$ cat config.mk
export PLATFORM = sky130hd
export DESIGN_NAME = fwsrc_front
export DESIGN_NICKNAME = d
export VERILOG_FILES = /design/src/design/fwsrc_pkg.sv /design/src/design/fwsrc_front.sv
export SDC_FILE = /design/constraint.sdc
export NUM_CORES = 1
export LEC_CHECK = 0
export BUFFER_PORTS_ARGS = -buffer_cell sky130_fd_sc_hd__buf_2
export CAP_MARGIN = 10
export CORE_AREA = 4 4 182 184
export CTS_BUF_LIST = sky130_fd_sc_hd__clkbuf_8 sky130_fd_sc_hd__clkbuf_16
export CTS_CLUSTER_DIAMETER = 30
export DETAILED_ROUTE_END_ITERATION = 16
export DIE_AREA = 0 0 186 188
export PLACE_DENSITY_LB_ADDON = 0.15
export SYNTH_ARGS = -nofsm -noshare
export SYNTH_HDL_FRONTEND = slang
export SYNTH_SLANG_ARGS = --single-unit
$ cat constraint.sdc
create_clock -name clock -period 27.4 [get_ports clock]
set_input_delay 5.48 -clock clock [delete_from_list [all_inputs] [get_ports clock]]
set_output_delay 5.48 -clock clock [all_outputs]
set_load 0.01 [all_outputs]
$ cat src/design/fwsrc_pkg.sv
// Package for the four-way search result cache: types, constants, helpers.
// Used by the front end, the back end, the top module and the testbench; depends on nothing.
`timescale 1ns / 1ps
package fwsrc_pkg;

   localparam int INDEX_BITS = 12;
   localparam int WAYS = 4;
   localparam int NBUCKETS = 1 << INDEX_BITS;
   localparam int WAY_BITS = 112;
   localparam int ROW_BITS = WAY_BITS * WAYS;
   localparam int ABITS_W = 4;
   localparam int QDEPTH = 2;

   localparam logic [7:0] GEN_STEP = 8'd4;
   localparam logic [7:0] GEN_MASK = 8'hFC;
   localparam logic [8:0] GEN_CYCLE = 9'd259;
   localparam logic [14:0] FILL_MAX = 15'h7FFF;

   localparam logic [1:0] CSR_ABITS = 2'd0;
   localparam logic [1:0] CSR_MATE = 2'd1;
   localparam logic [1:0] CSR_MAXPLY = 2'd2;

   localparam logic [2:0] MODE_PROBE = 3'd0;
   localparam logic [2:0] MODE_EXACT = 3'd1;
   localparam logic [2:0] MODE_STORE = 3'd2;
   localparam logic [2:0] MODE_NEWSRCH = 3'd3;
   localparam logic [2:0] MODE_CLEAR = 3'd4;

   localparam logic [1:0] BND_EXACT = 2'd0;
   localparam logic [1:0] BND_LOWER = 2'd1;
   localparam logic [1:0] BND_UPPER = 2'd2;

   typedef struct packed {
      logic [2:0]         mode;
      logic [63:0]        key;
      logic signed [7:0]  search_depth;
      logic signed [15:0] alpha_bound;
      logic signed [15:0] beta_bound;
      logic signed [15:0] new_score;
      logic [1:0]         bound_kind;
      logic [15:0]        new_move;
      logic [9:0]         ply_from_root;
   } req_type;

   typedef struct packed {
      logic               key_hit;
      logic               cutoff;
      logic signed [15:0] result_score;
      logic [15:0]        entry_move;
      logic signed [7:0]  entry_depth;
      logic [1:0]         entry_bound;
      logic [14:0]        used_entries;
   } rsp_type;

   // one way as stored: 64+16+16+8+8 = 112 bits
   typedef struct packed {
      logic [63:0]        key;
      logic [15:0]        move;
      logic signed [15:0] score;
      logic signed [7:0]  depth;
      logic [7:0]         gen_kind;
   } way_type;

   // queued work for the back end
   typedef struct packed {
      req_type                 req;
      logic [INDEX_BITS-1:0]   bucket;
   } job_type;

   typedef enum logic [2:0] {
      ST_IDLE, ST_READ, ST_EXEC, ST_CLEAR, ST_OUT
   } back_state_type;

   // mate score shift by ply; dir_up moves away from zero
   function automatic logic signed [15:0] mate_adjust(
         input logic signed [15:0] s, input logic [9:0] ply,
         input logic [14:0] mate, input logic [9:0] maxply, input logic dir_up);
      logic signed [17:0] edge_v;
      logic signed [17:0] sx;
      logic signed [17:0] px;
      logic signed [17:0] r;
      edge_v = $signed({3'b000, mate}) - $signed({8'd0, maxply});
      sx = 18'(s);
      px = $signed({8'd0, ply});
      r = sx;
      if (sx > edge_v) r = dir_up ? sx + px : sx - px;
      else if (sx < -edge_v) r = dir_up ? sx - px : sx + px;
      if (r > 18'sd32767) r = 18'sd32767;
      else if (r < -18'sd32768) r = -18'sd32768;
      return r[15:0];
   endfunction

endpackage

$ cat src/design/fwsrc_front.sv
// Front end: accepts requests, computes the bucket and queues them.
// Depends on fwsrc_pkg.
`timescale 1ns / 1ps
module fwsrc_front
   import fwsrc_pkg::*;
(
   input  logic           clock,
   input  logic           reset,
   input  logic           req_valid,
   output logic           req_ready,
   input  req_type        req_data,
   input  logic [3:0]     abits,
   output logic           job_valid,
   input  logic           job_ready,
   output job_type        job_data
);
   job_type              q_ff [QDEPTH];
   logic [1:0]           cnt_ff, cnt_in;
   logic                 wp_ff, wp_in, rp_ff, rp_in;
   logic [INDEX_BITS-1:0] mask;
   logic [4:0]           eff;
   logic                 push, pop;

   // bucket mask from active index bits, capped
   always_comb begin
      eff = (abits > 4'(INDEX_BITS)) ? 5'(INDEX_BITS) : {1'b0, abits};
      for (int i = 0; i < INDEX_BITS; i++) mask[i] = (5'(i) < eff);
   end

   assign req_ready = (cnt_ff != 2'(QDEPTH));
   assign push = req_valid && req_ready;
   assign job_valid = (cnt_ff != 2'd0);
   assign pop = job_valid && job_ready;
   assign job_data = q_ff[rp_ff];

   always_comb begin
      cnt_in = cnt_ff + 2'(push) - 2'(pop);
      wp_in = push ? ~wp_ff : wp_ff;
      rp_in = pop ? ~rp_ff : rp_ff;
   end

   always_ff @(posedge clock) begin
      if (reset) begin
         cnt_ff <= '0;
         wp_ff <= 1'b0;
         rp_ff <= 1'b0;
      end else begin
         cnt_ff <= cnt_in;
         wp_ff <= wp_in;
         rp_ff <= rp_in;
      end
      if (push) begin
         q_ff[wp_ff].req <= req_data;
         q_ff[wp_ff].bucket <= req_data.key[INDEX_BITS-1:0] & mask;
      end
   end
endmodule

== Yosys cells after proc, flatten, opt, wreduce, memory -nomap -nowiden ==
Memory sizes are Yosys's and may differ from the RTL's. A register that Yosys moved wholly into a read port is not among the register bits.
Cells that the tools add are included.

* Flip-flop bits (word level): 4
* Memory bits (writable): 326
* Input port bits: 159
* Output and inout port bits: 165
* Logic and storage cells: 31
* Memories: 1

* $add $sub $neg: 2
* Order comparisons: 13
* Eq/ne operators: 1
* Mux-type cells: 5
* Bitwise gates (word level): 3
* Reduce and logical (&&, ||, !) cells: 3

{| class="wikitable"
|+ Memory list
! memory !! words !! width !! rd ports !! clocked after memory_dff !! write ports !! line !! RTL
|-
| q_ff || 2 || 163 || 1 || 1 || 1 || fwsrc_front.sv:17 || <nowiki>job_type q_ff [QDEPTH];</nowiki>
|}

{| class="wikitable"
|+ Operators by type and width
! kind !! number
|-
| $lt A3 B4 Y1 const A || 4
|-
| $lt A4 B4 Y1 const A || 4
|-
| $and A12 B12 Y12 || 1
|-
| $lt A1 B4 Y1 const A || 2
|-
| $lt A2 B4 Y1 const A || 2
|-
| $gt A4 B4 Y1 const B || 1
|-
| $mux W1 || 4
|-
| $mux W4 || 1
|-
| $add A2 B1 Y2 || 1
|-
| $logic_and A1 B1 Y1 || 2
|-
| $ne A2 B2 Y1 const B || 1
|-
| $not A1 Y1 || 2
|-
| $reduce_bool A2 Y1 || 1
|-
| $sub A2 B1 Y2 || 1
|}

== Logic depth before layout (Yosys ltp) ==
* Depth after elaboration: 4
* Depth in mapped cells: 8
* Mapped depth without buffers: 8

== Worst setup path before layout ==
OpenSTA, ideal clock, no wires.

* Path type: input port to flip-flop
* Start point: in req_valid
* End point: mem q_ff[0][0] in the netlist's numbering, enable pin
* Setup time: 0.688 ns
* Data arrival time: 12.330 ns
* Data required time: 26.712 ns
* Path slack: 14.382 ns
* Cell stages on the path: 2
* Buffers on the path: 0
* Cell sequence: nand2_1 > nor2_1

* Word-level cells in the longest chain between the ends: 3

{| class="wikitable"
|+ RTL lines
! what !! line !! RTL
|-
| start: declaration || fwsrc_front.sv:9 || <nowiki>input logic req_valid,</nowiki>
|-
| $logic_and A1 B1 Y1 || fwsrc_front.sv:31 || <nowiki>assign push = req_valid && req_ready;</nowiki>
|-
| $mux W1 || fwsrc_front.sv:52 || <nowiki>if (push) begin</nowiki>
|-
| $mux W1 (implied by the code) || fwsrc_front.sv:54 || <nowiki>q_ff[wp_ff].bucket <= req_data.key[INDEX_BITS-1:0] & mask;</nowiki>
|-
| end: declaration || fwsrc_front.sv:17 ||
|}

Every way passes these cells.

==> results.sh <==
export IMPL_route_final_wire_length_um=25400
export IMPL_timing_critical_path_required_ns=21.92
export IMPL_syn_cell_area_mm2=0.01240
export IMPL_yosysWarnings=0
export IMPL_yosys_cell_types_count=27
export IMPL_fin_cells=1401
export IMPL_clk_path_buf_depth=3
export IMPL_cts_buffers_inserted=74
export IMPL_finalHoldViolCount=0
export IMPL_core_area_mm2=0.03139
export IMPL_remaining_antenna_violation_count_after_routing=0
export IMPL_place_gp_congestion=0.7248
export IMPL_die_x_um=186
export IMPL_slew_headroom=0.2861
export IMPL_grt_pass1_vias=6986
export IMPL_largest_net_degree_at_the_start_of_global_routing=143
export IMPL_h_tree_depth=3
export IMPL_synth_cells=553
export IMPL_global_route_wire_length_before_repair_um=37710
export IMPL_vias_per_cell=4.555
export IMPL_overflow=0
export IMPL_worst_setup_path_end_kind="output pin"
export IMPL_finalSetupViolCount=0
export IMPL_routed_wire_length_per_instance_um=18.13
export IMPL_ir_worst_vdd_uv=72.83
export IMPL_report_final_slew_viol_count=0
export IMPL_register_area_mm2=0.009893
export IMPL_synth_yosys_seq_area_share=0.7975
export IMPL_layout_min_cycle_time_ns=8.326
export IMPL_outcome="finished, final reports clean"
export IMPL_fin_crit_sh=0.3039
export IMPL_detailedPlacementHpwl_um=15990
export IMPL_grt_setup_unrepaired="no"
export IMPL_num_nets_final=1097
export IMPL_achievable_frequency_mhz=120.1
export IMPL_setup_worst_path_class="reg2out"
export IMPL_antenna_found_initial=7
export IMPL_drive_above_1_share=0.6209
export IMPL_pleak_uw=0.006672
export IMPL_syn2layout_area_growth_pct=38.27
export IMPL_fill_cells=2517
export IMPL_first_pass_iters=4
export IMPL_worst_skew_pair_late_latency_ns=0.55
export IMPL_drc_errors=0
export IMPL_setup_tns_ns=0
export IMPL_track_usage=0.1399
export IMPL_ys_ff_latch=331
export IMPL_worst_setup_path_start_kind="flop"
export IMPL_postSynthAreaPerCell_um2=22.42
export IMPL_ios=324
export IMPL_power_per_cell_area_mw_per_mm2=117.2
export IMPL_worst_setup_skew_after_layout_ns=0.03069
export IMPL_route_vias_total=6382
export IMPL_port_buffer_count=323
export IMPL_multi_input_area_mm2=0.002362
export IMPL_crit_path_max_fanout=60
export IMPL_report_power_total_uw=2009
export IMPL_tritoncts="done"
export IMPL_worst_setup_hold_path_clk_slew_ns=0.04
export IMPL_min_path_type="reg2reg"
export IMPL_cts_hold_fix_buffers=0
export IMPL_clkSinkCount=331
export IMPL_buffers_inserted_by_post_cts_timing_repair=0
export IMPL_rows=65
export IMPL_placed_cells_incl_taps=1262
export IMPL_post_cts_resized_instances=0
export IMPL_slew_worst_pin_ns=1.071
export IMPL_clockRootBuffer="sky130_fd_sc_hd__clkbuf_16"
export IMPL_drv_cap=0
export IMPL_initial_core_util=0.3950
export IMPL_chipHeight_um=188
export IMPL_dr_first_iter_drc_count=307
export IMPL_timing_critical_path_arrival_ns=2.85
export IMPL_floorplan_die_area_mm2=0.03497
export IMPL_syn_nets=714
==> logic make-up after synthesis <==
logic type,synth area share
flip-flops,0.7975
multiplexers,0.1701
buffers and inverters,0.01302
AND/OR/NAND/NOR,0.008375
AO/OA/AOI/OAI,0.007568
XOR/XNOR,0.001413
adder cells (fa/ha/maj),0.002018
==> Yosys cell counts, drive strengths merged <==
cell      n  share of area
xnor2     1        0.00071
o21a      4         0.0024
and2      2         0.0010
nor2      6         0.0018
and3      2         0.0010
a21oi     2        0.00081
nand2     2        0.00061
o41a      1        0.00091
dfxtp     5         0.0081
o311a     1        0.00081
o31a      1        0.00071
ha        2         0.0020
edfxtp  326           0.79
buf      18          0.012
nand2b    1        0.00050
or2       1        0.00050
nor2b     5         0.0025
xor2      1        0.00071
o211a     1        0.00081
inv       1        0.00030
mux2    164           0.17
a211oi    1        0.00061
clkbuf    3        0.00091
nor3      1        0.00040
a31oi     1        0.00050
==> layout make-up <==
class	instances	area share
Tap cell	402	0.02933
Timing Repair Buffer	328	0.09720
Clock inverter	60	0.04583
Multi-Input combinational cell	200	0.1378
Sequential cell	331	0.5770
Antenna cell	2	0.0002919
Clock buffer	77	0.1124
Inverter	1	0.0002189
==> final timing paths <==
kind | slack (ns) | endpoint | start | depth (start not counted)
setup / recovery | 19.07 | job_data[111] | flop | 3
hold reg to reg | 0.50 | flop | rp_ff$_SDFFE_PP0P_ | 2
hold / removal | 0.50 | flop | rp_ff$_SDFFE_PP0P_ | 2
setup reg to reg | 24.92 | q_ff[0][78]$_DFFE_PP_ | cnt_ff[0]$_SDFF_PP0_ | 4
==> routing by layer <==
metal / global-route usage / routed length, um / vias up
met3: 0.07061 / 2875 / 62
li1: - / - / 3008
met2: 0.2200 / 11920 / 263
met4: 0.05297 / 566 / 12
met1: 0.1644 / 9982 / 3037
met5: 0 / 57 / -
==> where the power goes <==
group	switching [uW]	internal [uW]
sequential	28.0	656
clock	273	662
combinational	201	188
total	502	1510
==> critical path, cell delays in order (launching register included) <==
cell and delay (ns):
sky130_fd_sc_hd__dfxtp_4 0.78, sky130_fd_sc_hd__buf_4 0.88, sky130_fd_sc_hd__mux2_2 0.42, sky130_fd_sc_hd__buf_2 0.14
==> through the flow <==
| step | hold slack, ns | setup WS (ns) | area, um^2 | utilization |
|---|---|---|---|---|
| after floorplan | 0.4809 | 14.38 | 12400 | - |
| after global placement | 0.4986 | 19.57 | 14430 | 0.4596 |
| after detailed placement | 0.5078 | 19.55 | 14430 | 0.4596 |
| after CTS | 0.5119 | 18.97 | 17140 | 0.5460 |
| after global routing | 0.5628 | 18.91 | 17140 | 0.5460 |
| final | 0.5046 | 19.07 | 17150 | 0.5462 |
==> cells in the final DEF (no fill, tap or decap), types with 5 or more instances in the layout <==
cell type,n
sky130_fd_sc_hd__edfxtp_1,326
sky130_fd_sc_hd__nor2_1,5
sky130_fd_sc_hd__clkinv_4,7
sky130_fd_sc_hd__mux2_2,94
sky130_fd_sc_hd__clkinv_1,11
sky130_fd_sc_hd__clkbuf_16,77
sky130_fd_sc_hd__clkinvlp_4,7
sky130_fd_sc_hd__clkinv_2,8
sky130_fd_sc_hd__buf_2,323
sky130_fd_sc_hd__mux2_4,70
sky130_fd_sc_hd__bufinv_16,16
sky130_fd_sc_hd__nor2b_1,5
==> sequential cells by signal, summed over array words and instances, names as in the netlist, named ones only <==
signal / count
rp_ff: 1
cnt_ff: 2
wp_ff: 1
q_ff: 326
Power figures use the tool's default switching activity.
